<file path="src/hw/rtl/run_length_table_decoder_unit_macros.svh">
// ---------------------------------------------------------------------------
// Assertion macros for the run-length table decoder
// Concurrent checks sampled on i_clk and disabled while i_rst_n is low.
// ---------------------------------------------------------------------------
`ifndef RUN_LENGTH_TABLE_DECODER_UNIT_MACROS_SVH
`define RUN_LENGTH_TABLE_DECODER_UNIT_MACROS_SVH

`ifndef SYNTHESIS

// Same-cycle implication.
`define RLTD_ASSERT_NOW(label, ante, cons) \
    label: assert property (@(posedge i_clk) disable iff (!i_rst_n) \
        (ante) |-> (cons)) else $error("run length decoder check failed");

// Next-cycle implication.
`define RLTD_ASSERT_NEXT(label, ante, cons) \
    label: assert property (@(posedge i_clk) disable iff (!i_rst_n) \
        (ante) |=> (cons)) else $error("run length decoder check failed");

`else

`define RLTD_ASSERT_NOW(label, ante, cons)
`define RLTD_ASSERT_NEXT(label, ante, cons)

`endif

`endif

</file>
<file path="src/hw/rtl/rltd_pkg.sv">
// ---------------------------------------------------------------------------
// Run-length table decoder package
// Shared codes, sizes and request types of the decoder.
// ---------------------------------------------------------------------------
package rltd_pkg;

    localparam int unsigned POS_W   = 12;
    localparam int unsigned CNT_W   = 7;
    localparam int unsigned BYTE_W  = 8;
    localparam int unsigned WORD_W  = 32;
    localparam int unsigned STAT_W  = 3;
    localparam int unsigned PHASE_W = 3;

    // Size of the decoded table in bytes.
    localparam logic [POS_W-1:0] TABLE_BYTES = 12'd2560;

    // Input request kinds.
    localparam logic OP_SIZE = 1'b0;
    localparam logic OP_BYTE = 1'b1;

    // Decoder phases.
    localparam logic [PHASE_W-1:0] PH_SIZE    = 3'd0;
    localparam logic [PHASE_W-1:0] PH_HEADER  = 3'd1;
    localparam logic [PHASE_W-1:0] PH_FILL    = 3'd2;
    localparam logic [PHASE_W-1:0] PH_LITERAL = 3'd3;
    localparam logic [PHASE_W-1:0] PH_DONE    = 3'd4;
    localparam logic [PHASE_W-1:0] PH_FAILED  = 3'd5;

    // Result status codes.
    localparam logic [STAT_W-1:0] ST_ACCEPT  = 3'd0;
    localparam logic [STAT_W-1:0] ST_WRITE   = 3'd1;
    localparam logic [STAT_W-1:0] ST_BADSIZE = 3'd2;
    localparam logic [STAT_W-1:0] ST_OVERRUN = 3'd3;
    localparam logic [STAT_W-1:0] ST_IGNORED = 3'd4;

    typedef struct packed {
        logic              op;
        logic [WORD_W-1:0] payload;
    } t_item;

    typedef struct packed {
        logic [STAT_W-1:0] status;
        logic [POS_W-1:0]  start;
        logic [CNT_W-1:0]  count;
        logic [BYTE_W-1:0] data;
        logic              finished;
    } t_result;

endpackage

</file>
<file path="src/hw/rtl/rltd_in_stage.sv">
// ---------------------------------------------------------------------------
// Run-length table decoder input register
// Holds one incoming request until the decode logic takes it.
// ---------------------------------------------------------------------------
module rltd_in_stage (
    input  logic           i_clk,
    input  logic           i_rst_n,
    input  logic           i_valid,
    output logic           o_ready,
    input  rltd_pkg::t_item i_item,
    input  logic           i_take,
    output logic           o_valid,
    output rltd_pkg::t_item o_item
);

    logic            r_valid;
    rltd_pkg::t_item r_item;

    // Room when empty or when the held request leaves this cycle.
    assign o_ready = !r_valid || i_take;
    assign o_valid = r_valid;
    assign o_item  = r_item;

    always_ff @(posedge i_clk) begin
        if (!i_rst_n) begin
            r_valid <= 1'b0;
        end else if (i_valid && o_ready) begin
            r_valid <= 1'b1;
        end else if (i_take) begin
            r_valid <= 1'b0;
        end
    end

    always_ff @(posedge i_clk) begin
        if (i_valid && o_ready) begin
            r_item <= i_item;
        end
    end

endmodule

</file>
<file path="src/hw/rtl/rltd_core.sv">
// ---------------------------------------------------------------------------
// Run-length table decoder core
// Phase and position state with the single-pass decode of one request.
// ---------------------------------------------------------------------------
module rltd_core (
    input  logic              i_clk,
    input  logic              i_rst_n,
    input  logic              i_take,
    input  rltd_pkg::t_item   i_item,
    output rltd_pkg::t_result o_result
);

    logic [rltd_pkg::PHASE_W-1:0] r_phase,    n_phase;
    logic [rltd_pkg::POS_W-1:0]   r_position, n_position;
    logic [rltd_pkg::CNT_W-1:0]   r_literal,  n_literal;
    logic [rltd_pkg::CNT_W-1:0]   r_fill,     n_fill;

    logic [rltd_pkg::BYTE_W-1:0]  w_byte;
    logic [rltd_pkg::CNT_W-1:0]   w_count;
    logic [rltd_pkg::POS_W:0]     w_hdr_sum;
    logic [rltd_pkg::POS_W-1:0]   w_fill_pos;
    logic [rltd_pkg::POS_W-1:0]   w_lit_pos;
    logic [rltd_pkg::CNT_W-1:0]   w_lit_left;

    assign w_byte     = i_item.payload[rltd_pkg::BYTE_W-1:0];
    assign w_count    = w_byte[rltd_pkg::CNT_W-1:0];
    assign w_hdr_sum  = {1'b0, r_position} + (rltd_pkg::POS_W+1)'(w_count);
    assign w_fill_pos = r_position + rltd_pkg::POS_W'(r_fill);
    assign w_lit_pos  = r_position + rltd_pkg::POS_W'(1);
    assign w_lit_left = r_literal - rltd_pkg::CNT_W'(1);

    always_comb begin
        n_phase    = r_phase;
        n_position = r_position;
        n_literal  = r_literal;
        n_fill     = r_fill;
        o_result   = '0;

        unique case (r_phase) inside
            rltd_pkg::PH_DONE, rltd_pkg::PH_FAILED: begin
                o_result.status = rltd_pkg::ST_IGNORED;
            end
            rltd_pkg::PH_SIZE: begin
                if (i_item.op != rltd_pkg::OP_SIZE) begin
                    o_result.status = rltd_pkg::ST_IGNORED;
                end else if (i_item.payload !=
                             rltd_pkg::WORD_W'(rltd_pkg::TABLE_BYTES)) begin
                    o_result.status = rltd_pkg::ST_BADSIZE;
                    n_phase         = rltd_pkg::PH_FAILED;
                end else begin
                    o_result.status = rltd_pkg::ST_ACCEPT;
                    n_phase         = rltd_pkg::PH_HEADER;
                end
            end
            rltd_pkg::PH_HEADER: begin
                if (i_item.op != rltd_pkg::OP_BYTE) begin
                    o_result.status = rltd_pkg::ST_IGNORED;
                end else if (w_hdr_sum >
                             (rltd_pkg::POS_W+1)'(rltd_pkg::TABLE_BYTES)) begin
                    // The run check is made on the header itself.
                    o_result.status = rltd_pkg::ST_OVERRUN;
                    n_phase         = rltd_pkg::PH_FAILED;
                end else if (w_byte[rltd_pkg::BYTE_W-1]) begin
                    o_result.status = rltd_pkg::ST_ACCEPT;
                    n_fill          = w_count;
                    n_phase         = rltd_pkg::PH_FILL;
                end else if (w_count == '0) begin
                    o_result.status   = rltd_pkg::ST_ACCEPT;
                    o_result.finished = 1'b1;
                    n_phase           = rltd_pkg::PH_DONE;
                end else begin
                    o_result.status = rltd_pkg::ST_ACCEPT;
                    n_literal       = w_count;
                    n_phase         = rltd_pkg::PH_LITERAL;
                end
            end
            rltd_pkg::PH_FILL: begin
                if (i_item.op != rltd_pkg::OP_BYTE) begin
                    o_result.status = rltd_pkg::ST_IGNORED;
                end else begin
                    n_fill = '0;
                    if (r_fill == '0) begin
                        // A fill of zero length still eats its byte and ends.
                        o_result.status   = rltd_pkg::ST_ACCEPT;
                        o_result.finished = 1'b1;
                        n_phase           = rltd_pkg::PH_DONE;
                    end else begin
                        o_result.status = rltd_pkg::ST_WRITE;
                        o_result.start  = r_position;
                        o_result.count  = r_fill;
                        o_result.data   = w_byte;
                        n_position      = w_fill_pos;
                        if (w_fill_pos >= rltd_pkg::TABLE_BYTES) begin
                            o_result.finished = 1'b1;
                            n_phase           = rltd_pkg::PH_DONE;
                        end else begin
                            n_phase = rltd_pkg::PH_HEADER;
                        end
                    end
                end
            end
            rltd_pkg::PH_LITERAL: begin
                if (i_item.op != rltd_pkg::OP_BYTE) begin
                    o_result.status = rltd_pkg::ST_IGNORED;
                end else begin
                    o_result.status = rltd_pkg::ST_WRITE;
                    o_result.start  = r_position;
                    o_result.count  = rltd_pkg::CNT_W'(1);
                    o_result.data   = w_byte;
                    n_position      = w_lit_pos;
                    n_literal       = w_lit_left;
                    if (w_lit_left == '0) begin
                        if (w_lit_pos >= rltd_pkg::TABLE_BYTES) begin
                            o_result.finished = 1'b1;
                            n_phase           = rltd_pkg::PH_DONE;
                        end else begin
                            n_phase = rltd_pkg::PH_HEADER;
                        end
                    end
                end
            end
            default: begin
                // Codes with no meaning fall into the failed phase.
                o_result.status = rltd_pkg::ST_IGNORED;
                n_phase         = rltd_pkg::PH_FAILED;
            end
        endcase
    end

    always_ff @(posedge i_clk) begin
        if (!i_rst_n) begin
            r_phase    <= rltd_pkg::PH_SIZE;
            r_position <= '0;
            r_literal  <= '0;
            r_fill     <= '0;
        end else if (i_take) begin
            r_phase    <= n_phase;
            r_position <= n_position;
            r_literal  <= n_literal;
            r_fill     <= n_fill;
        end
    end

endmodule

</file>
<file path="src/hw/rtl/rltd_out_stage.sv">
// ---------------------------------------------------------------------------
// Run-length table decoder result register
// Holds one decoded result until the downstream side takes it.
// ---------------------------------------------------------------------------
module rltd_out_stage (
    input  logic              i_clk,
    input  logic              i_rst_n,
    input  logic              i_load,
    input  rltd_pkg::t_result i_result,
    output logic              o_can_load,
    output logic              o_valid,
    input  logic              i_ready,
    output rltd_pkg::t_result o_result
);

    logic              r_valid;
    rltd_pkg::t_result r_result;

    assign o_can_load = !r_valid || i_ready;
    assign o_valid    = r_valid;
    assign o_result   = r_result;

    always_ff @(posedge i_clk) begin
        if (!i_rst_n) begin
            r_valid <= 1'b0;
        end else if (i_load) begin
            r_valid <= 1'b1;
        end else if (i_ready) begin
            r_valid <= 1'b0;
        end
    end

    always_ff @(posedge i_clk) begin
        if (i_load) begin
            r_result <= i_result;
        end
    end

endmodule

</file>
<file path="src/hw/rtl/run_length_table_decoder_unit.sv">
// ---------------------------------------------------------------------------
// Run-length table decoder unit
// Turns a run-length coded byte stream into table write descriptors.
// ---------------------------------------------------------------------------
//
//  Channel   Direction  tdata (low bit up)               tuser       tlast
//  s_axis    in         payload[31:0]                    operation   -
//  m_axis    out        start[11:0] count[18:12]         status      finished
//                       byte[26:19], zero[31:27]
//
// Every request gives exactly one result, held first in the input register and then in the result register.
// A request is accepted in every cycle while results drain; throughput is one
// per cycle, set by the phase update made as a request moves from the input
// register to the result register.
// Reset is synchronous and active low; it returns the decoder to waiting for
// the size word and empties both registers. A stall on m_axis holds the
// result register and backs up into s_axis tready once the input register is full.
// ---------------------------------------------------------------------------
`include "run_length_table_decoder_unit_macros.svh"

module run_length_table_decoder_unit (
    input  logic        i_clk,
    input  logic        i_rst_n,
    input  logic        s_axis_tvalid,
    output logic        s_axis_tready,
    input  logic [31:0] s_axis_tdata,   // payload[31:0]
    input  logic        s_axis_tuser,   // operation
    output logic        m_axis_tvalid,
    input  logic        m_axis_tready,
    output logic [31:0] m_axis_tdata,   // start[11:0], count[18:12], byte[26:19]
    output logic [2:0]  m_axis_tuser,   // status
    output logic        m_axis_tlast    // finished
);

    rltd_pkg::t_item   w_in_item;
    rltd_pkg::t_item   w_held_item;
    rltd_pkg::t_result w_core_result;
    rltd_pkg::t_result w_out_result;
    logic              w_held_valid;
    logic              w_can_load;
    logic              w_take;

    assign w_in_item.op      = s_axis_tuser;
    assign w_in_item.payload = s_axis_tdata;

    // The held request is decoded and stored in the same cycle.
    assign w_take = w_held_valid && w_can_load;

    rltd_in_stage u_in (
        .i_clk   (i_clk),
        .i_rst_n (i_rst_n),
        .i_valid (s_axis_tvalid),
        .o_ready (s_axis_tready),
        .i_item  (w_in_item),
        .i_take  (w_take),
        .o_valid (w_held_valid),
        .o_item  (w_held_item)
    );

    rltd_core u_core (
        .i_clk    (i_clk),
        .i_rst_n  (i_rst_n),
        .i_take   (w_take),
        .i_item   (w_held_item),
        .o_result (w_core_result)
    );

    rltd_out_stage u_out (
        .i_clk      (i_clk),
        .i_rst_n    (i_rst_n),
        .i_load     (w_take),
        .i_result   (w_core_result),
        .o_can_load (w_can_load),
        .o_valid    (m_axis_tvalid),
        .i_ready    (m_axis_tready),
        .o_result   (w_out_result)
    );

    assign m_axis_tdata = {5'b0, w_out_result.data, w_out_result.count,
                           w_out_result.start};
    assign m_axis_tuser = w_out_result.status;
    assign m_axis_tlast = w_out_result.finished;

    // A write always covers at least one position and stays inside the table.
    `RLTD_ASSERT_NOW(a_write_nonempty, m_axis_tvalid && m_axis_tuser == rltd_pkg::ST_WRITE, m_axis_tdata[18:12] != 7'd0)
    `RLTD_ASSERT_NOW(a_write_in_table, m_axis_tvalid && m_axis_tuser == rltd_pkg::ST_WRITE, ({1'b0, m_axis_tdata[11:0]} + {6'b0, m_axis_tdata[18:12]}) <= {1'b0, rltd_pkg::TABLE_BYTES})
    // Only an accept or a write can end decoding.
    `RLTD_ASSERT_NOW(a_finish_status, m_axis_tvalid && m_axis_tlast, m_axis_tuser == rltd_pkg::ST_ACCEPT || m_axis_tuser == rltd_pkg::ST_WRITE)
    // Results without a write carry an all-zero descriptor.
    `RLTD_ASSERT_NOW(a_idle_fields, m_axis_tvalid && m_axis_tuser != rltd_pkg::ST_WRITE, m_axis_tdata == 32'd0)

endmodule
</file>
<file path="config.mk">
export PLATFORM = sky130hd
export DESIGN_NAME = run_length_table_decoder_unit
export DESIGN_NICKNAME = d
export VERILOG_FILES = /design/src/hw/rtl/rltd_pkg.sv /design/src/hw/rtl/rltd_in_stage.sv /design/src/hw/rtl/rltd_core.sv /design/src/hw/rtl/rltd_out_stage.sv /design/src/hw/rtl/run_length_table_decoder_unit.sv
export VERILOG_INCLUDE_DIRS = /design/src /design/src/hw/rtl
export SDC_FILE = /design/constraint.sdc
export NUM_CORES = 1
export LEC_CHECK = 0
export BUFFER_PORTS_ARGS = -buffer_cell sky130_fd_sc_hd__buf_2
export CORE_MARGIN = 8
export CORE_UTILIZATION = 50
export CTS_CLUSTER_SIZE = 16
export DETAILED_ROUTE_END_ITERATION = 7
export PLACE_DENSITY_LB_ADDON = 0.2
export SLEW_MARGIN = 15
export SYNTH_ARGS = -nofsm -noshare
export SYNTH_HDL_FRONTEND = slang
export SYNTH_SLANG_ARGS = --single-unit
</file>
<file path="constraint.sdc">
create_clock -name i_clk -period 6.76 [get_ports i_clk]
set_input_delay 0.338 -clock i_clk [delete_from_list [all_inputs] [get_ports i_clk]]
set_output_delay 0.338 -clock i_clk [all_outputs]
set_load 0.1 [all_outputs]
</file>
Word level (Yosys, flattened, before mapping)
Index checks and enable logic that the tools add are counted.
{"block": "word_totals", "ff_bits": 95}
{"block": "op_classes", "n_lt_le_gt_ge": 3, "reduce_logical": 20, "bitwise": 1, "addsub": 4, "muxes": 53, "eq_ne": 16}
{"op": "7-bit 2-to-1 mux", "count": 9}
{"op": "28-bit 2-to-1 mux", "count": 2}
{"op": "27-bit case mux with 2 select lines", "count": 1}
{"op": "3-bit 2-to-1 mux", "count": 16}
{"op": "12-bit 2-to-1 mux", "count": 3}
{"op": "32-bit by 12-bit inequality test with 1-bit output (second input constant)", "count": 1}
{"op": "7-bit case mux with 2 select lines", "count": 2}
{"op": "27-bit 2-to-1 mux", "count": 1}
{"op": "12-bit greater-or-equal comparator (second input constant)", "count": 2}
{"op": "12-bit case mux with 2 select lines", "count": 1}
{"op": "7-bit zero test", "count": 3}
{"op": "2-bit inequality test (second input constant)", "count": 10}
{"op": "3-bit case mux with 5 select lines", "count": 1}
{"op": "7-bit AND reduction", "count": 2}
{"op": "12-bit by 7-bit adder with 13-bit output", "count": 1}
{"op": "13-bit by 12-bit greater-than comparator with 1-bit output (second input constant)", "count": 1}
{"op": "1-bit 2-to-1 mux", "count": 13}
{"op": "12-bit by 1-bit adder with 12-bit output (second input constant)", "count": 1}
{"op": "12-bit by 7-bit adder with 12-bit output", "count": 1}
{"op": "3-bit case mux with 4 select lines", "count": 1}
{"op": "2-bit nonzero test", "count": 5}
{"op": "7-bit by 1-bit subtractor with 7-bit output (second input constant)", "count": 1}
{"op": "3-bit by 2-bit == test with 1-bit output (second input constant)", "count": 2}
{"op": "3-bit == test (second input constant)", "count": 2}
{"op": "11 further kinds", "count": 15}

Longest topological paths before layout
{"block": "depth", "ltp_word": 6, "mapped_depth": 11}

Cells and area by module
A second synthesis with hierarchy kept.
{"block": "unflattened", "hier_cells": 485, "hier_area_um2": 5044.8}
{"mod": "rltd_core", "instances": 1, "cells_per_inst": 405, "area_each_um2": 2969.1}
{"mod": "rltd_in_stage", "instances": 1, "cells_per_inst": 38, "area_each_um2": 1048.5}
{"mod": "rltd_out_stage", "instances": 1, "cells_per_inst": 35, "area_each_um2": 979.7}
{"mod": "run_length_table_decoder_unit", "instances": 1, "cells_per_inst": 7, "area_each_um2": 47.5}

Worst setup path after synthesis
Ideal clock, no wire load.
{"block": "synth_path", "path_kind": "register to register", "startpoint": "register u_out.r_valid (netlist: u_out.o_valid)", "endpoint": "register u_core.r_position[2] (netlist name)", "stages_incl_launch_ff": 9, "slack_ps": 3117, "t_arrival_ps": 3525, "required_ps": 6642, "cell_sequence": "dfxtp_1 nor2b_1 nor2b_1 and2_1 nor2b_1 clkbuf_1 o21ai_0 a22oi_1 nor2b_1"}
{"block": "synth_between", "elab_chain_len": 4}
{"element": "start: declaration", "line": "rltd_out_stage.sv:16", "source": "logic r_valid;"}
{"element": "start signal: assignment", "line": "rltd_out_stage.sv:25", "source": "r_valid <= 1'b0;"}
{"element": "start signal: assignment", "line": "rltd_out_stage.sv:27", "source": "r_valid <= 1'b1;"}
{"element": "start signal: assignment", "line": "rltd_out_stage.sv:29", "source": "r_valid <= 1'b0;"}
{"element": "1-bit zero test", "line": "rltd_out_stage.sv:19", "source": "assign o_can_load = !r_valid || i_ready;"}
{"element": "1-bit logical OR", "line": "rltd_out_stage.sv:19"}
{"element": "1-bit logical AND", "line": "run_length_table_decoder_unit.sv:47", "source": "assign w_take = w_held_valid && w_can_load;"}
{"element": "named net u_core.i_take", "line": "rltd_core.sv:8", "source": "input logic i_take,"}
{"element": "5-bit AND reduction (no source line)"}
{"element": "end signal: assignment", "line": "rltd_core.sv:138", "source": "r_position <= n_position;"}
{"element": "end: declaration", "line": "rltd_core.sv:14", "source": "logic [rltd_pkg::POS_W-1:0] r_position, n_position;"}
The timed path passes the listed nets, and every way through them passes these cells.
A chain may end at the register's enable or synchronous reset.

Worst setup path in the final report
{"block": "layout_path", "startpoint": "register u_core.r_position[0] (netlist name)", "endpoint": "register u_core.r_fill[5] (netlist name)"}
{"block": "layout_between", "elab_chain_len": 4}
{"element": "12-bit by 7-bit adder with 13-bit output", "line": "rltd_core.sv:27", "source": "assign w_hdr_sum = {1'b0, r_position} + (rltd_pkg::POS_W+1)'(w_count);"}
{"element": "13-bit by 12-bit greater-than comparator with 1-bit output", "line": "rltd_core.sv:58", "source": "end else if (w_hdr_sum >"}
{"element": "2-bit inequality test (no source line)"}
{"element": "6-bit AND reduction (no source line)"}
{"element": "end signal: assignment", "line": "rltd_core.sv:140", "source": "r_fill <= n_fill;"}
{"element": "end: declaration", "line": "rltd_core.sv:16", "source": "logic [rltd_pkg::CNT_W-1:0] r_fill, n_fill;"}
Every way passes these cells.

==> impl_results.md <==
- Status: finished, final reports clean
- Post-CTS Hold Buffers: 0
- Most frequent cells in the layout: buf_2 (69), edfxtp_1 (64), nand2_1 (49)
- Area Overhead vs Synth: 11.75%
- Hpwl dp: between 8 and 9 mm
- I/O Buffers: 69
- Initial antenna violation count: 0
- Core ar.: between 9000 and 10000 µm²
- Placed cell count: 652
- Num Clock Sinks: 95
- RSZ-0062 raised after global routing: no
- Crit. End Element: flop
- Yosys Warn Count: 0
- Fin Setup TNS: 0 ps
- Die H: roughly 120 µm
- H-tree Lvls: 3
- Period utilisation layout: slightly below 50%
- Core Rows: 36
- Critical Path RT: between 7000 and 8000 ps
- Worst skew pair latency: 360 ps
- TritonCTS clock tree: yes
- Synthesized area per cell: 10.53 µm²
- Hold Vio Cnt, Final: 0
- Max IR drop VDD: about 110 µV
- Most common library cell in the layout ignoring fill and taps: buf_2
- Slew @ Worst Pin: 798.8 ps
- Die ar.: between 10000 and 15000 µm²
- Leak Pwr: 2.158 nW
- Leading area contributor after synthesis: edfxtp_1
- Startpoint Class: flop
- Syn Inst Count: 470
- Final-report setup violation count: 0
- Cell Area, Synth: just under 5000 µm²
- Ant diodes: 0
- Crit path max fanout: 9
- Synth Flop Type: edfxtp_1
- Worst-path clk slew: around 100 ps
- Power density over the cells: 205.9 nW/µm²
- Initial DRC Count: between 300 and 400
- Boundary Pins: 75
- Vias: ~3700
- Post-route cell area: 5532 µm²
- Vias in the first global route: about 3500
- Drt first pass iters: 5
- Slew HR: 46.64%
- Post-synth ARST share: 0%
- Number of flops mapped to enable cells by yosys: 64
- Clk root buf: clkbuf_8
- Worst hold path type: in -> reg
- Routed WL per cell: 16.72 µm
- Grt ovf: 0
- Post-CTS setup buffer count: 0
- Final #Nets: 587
- Crit Path Category: reg -> reg
- PnR worst setup slack: 3482 ps
- Seq/Total Area, Yosys: 51.37%
- GRT Util Overall: 16.94%
- Global-route wire length before repair: 17.64 mm
- Clock Tree Buf Depth: 2
- #FFs+latches synth: 95
- Post_cts resized: 0
- Maximum clock rate: 305.0 MHz
- Placed inst area: 5341 µm²
- Final slew viol count: 0
- Share of layout cells above drive strength 1: 20.00%
- DRC viols: 0
- Distinct cells, synth: 73
- Top-area cell type share of the netlist area: 38.83%
- Min Tclk post-route: between 3000 and 4000 ps
- Routed vias/inst: approximately 5.6
- Total CTS buffers: 9
- Die X: between 100 and 150 µm
- Initial cell density of the core: 51.11%
- Clk_skew: 8.057 ps
- Largest net degree at the start of global routing: 41
- Placer Congestion: roughly 0.92
- Top cells by area, synth: edfxtp_1 (39%), dfxtp_1 (13%), ha_1 (4.6%), nand2_1 (3.7%), and2_1 (3.4%)
- Post-DRT Antenna Nets: 0
- Final Non-Filler Cells: approximately 670
- Max Cap Viol: 0
- Routed WL: about 11 mm
- Place WS: 3534 ps
- CP Data Arrival Time: 3560 ps
==> path summary, 6_finish.rpt <==
kind                                      startpoint             endpoint  cells after the start  slack (ps)
worst max register to register  u_core.r_position[0]     u_core.r_fill[5]                     10        3480
worst min-delay path                s_axis_tdata[25]      u_in.o_item[25]                      1         140
worst max-delay path            u_core.r_position[0]     u_core.r_fill[5]                     10        3480
worst min register to register   u_core.r_literal[6]  u_core.r_literal[6]                      2         490
==> power by group <==
group          switching, mW  total, mW  leakage, nW  internal, mW
Combinational         0.0990      0.126         1.19        0.0269
Clock                  0.217      0.360       0.0953         0.143
Sequential            0.0123      0.653        0.872         0.641
==> synth_stat cells, types with 7 or more instances <==
library cell	number
and3_1	7
nor2_1	26
nor2b_1	8
or3_1	7
o22ai_1	9
ha_1	18
dfxtp_1	31
and2_1	27
a21oi_1	26
inv_1	11
nand2b_1	7
clkbuf_1	15
nand2_1	49
o21ai_0	28
xnor2_1	12
nor4_1	11
edfxtp_1	64
nor3_1	9
==> through the flow <==
| step | hold slack, ps | total power, mW | utilization, % |
|---|---|---|---|
| detailed placement | 479.9 | 0.7929 | 55.16 |
| finish | 140.2 | 1.139 | 57.12 |
| CTS | 123.6 | 1.151 | 57.12 |
| floorplan | 436.9 | 0.7678 | - |
| global route | 109.7 | 1.180 | 57.12 |
| global placement | 466.3 | 0.7911 | 55.13 |
==> cells by family (layout without fill, tap and decap cells) <==
group	Yosys count	count (layout)	share of synthesized area [%]
simple gates	180	180	19.51
compound gates	115	115	15.72
flops	95	95	51.37
buf+inv	38	99	4.120
fa+ha+maj	20	20	5.359
xor+xnor	16	16	2.831
mux	5	5	1.011
other cells	1	5	0.07576
==> cell type report <==
class / instances / area (µm²)
multi-input combinational: 341 / 2223
clock inverter: 7 / 66.31
timing repair buffer: 72 / 367.9
fill: 837 / 4153
clock buffer: 9 / 123.9
inverter: 11 / 41.29
tap: 133 / 166.4
sequential: 95 / 2542
==> metal layers <==
metal / vias up / share of wire, % / wire [µm] / GRT usage (%)
li1: 1845 / - / - / -
met1: 1725 / 46 / 5111 / 22.45
met2: 122 / 46 / 5119 / 26.40
met3: 18 / 6.7 / 743 / 4.273
met4: 0 / 1.7 / 195 / 5.779
met5: - / 0 / 0 / 0
==> sequential cells by signal, summed over array words and instances (netlist names) <==
name	count
u_core.r_literal	7
u_out.o_valid	1
u_in.o_valid	1
u_core.r_fill	7
u_core.r_phase	3
u_in.o_item	33
u_out.o_result	31
u_core.r_position	12
==> worst max-delay path: stages, from the launching register on <==
cell and delay (ps):
dfxtp_1 510, ha_1 270, fa_1 450, nor3b_1 250, o2111a_1 210, nand4_1 90, nor4_1 220, and4_2 350
o21ai_1 130, or3_1 490, o22ai_1 230
Note: power is estimated with default switching activity, not from simulation.
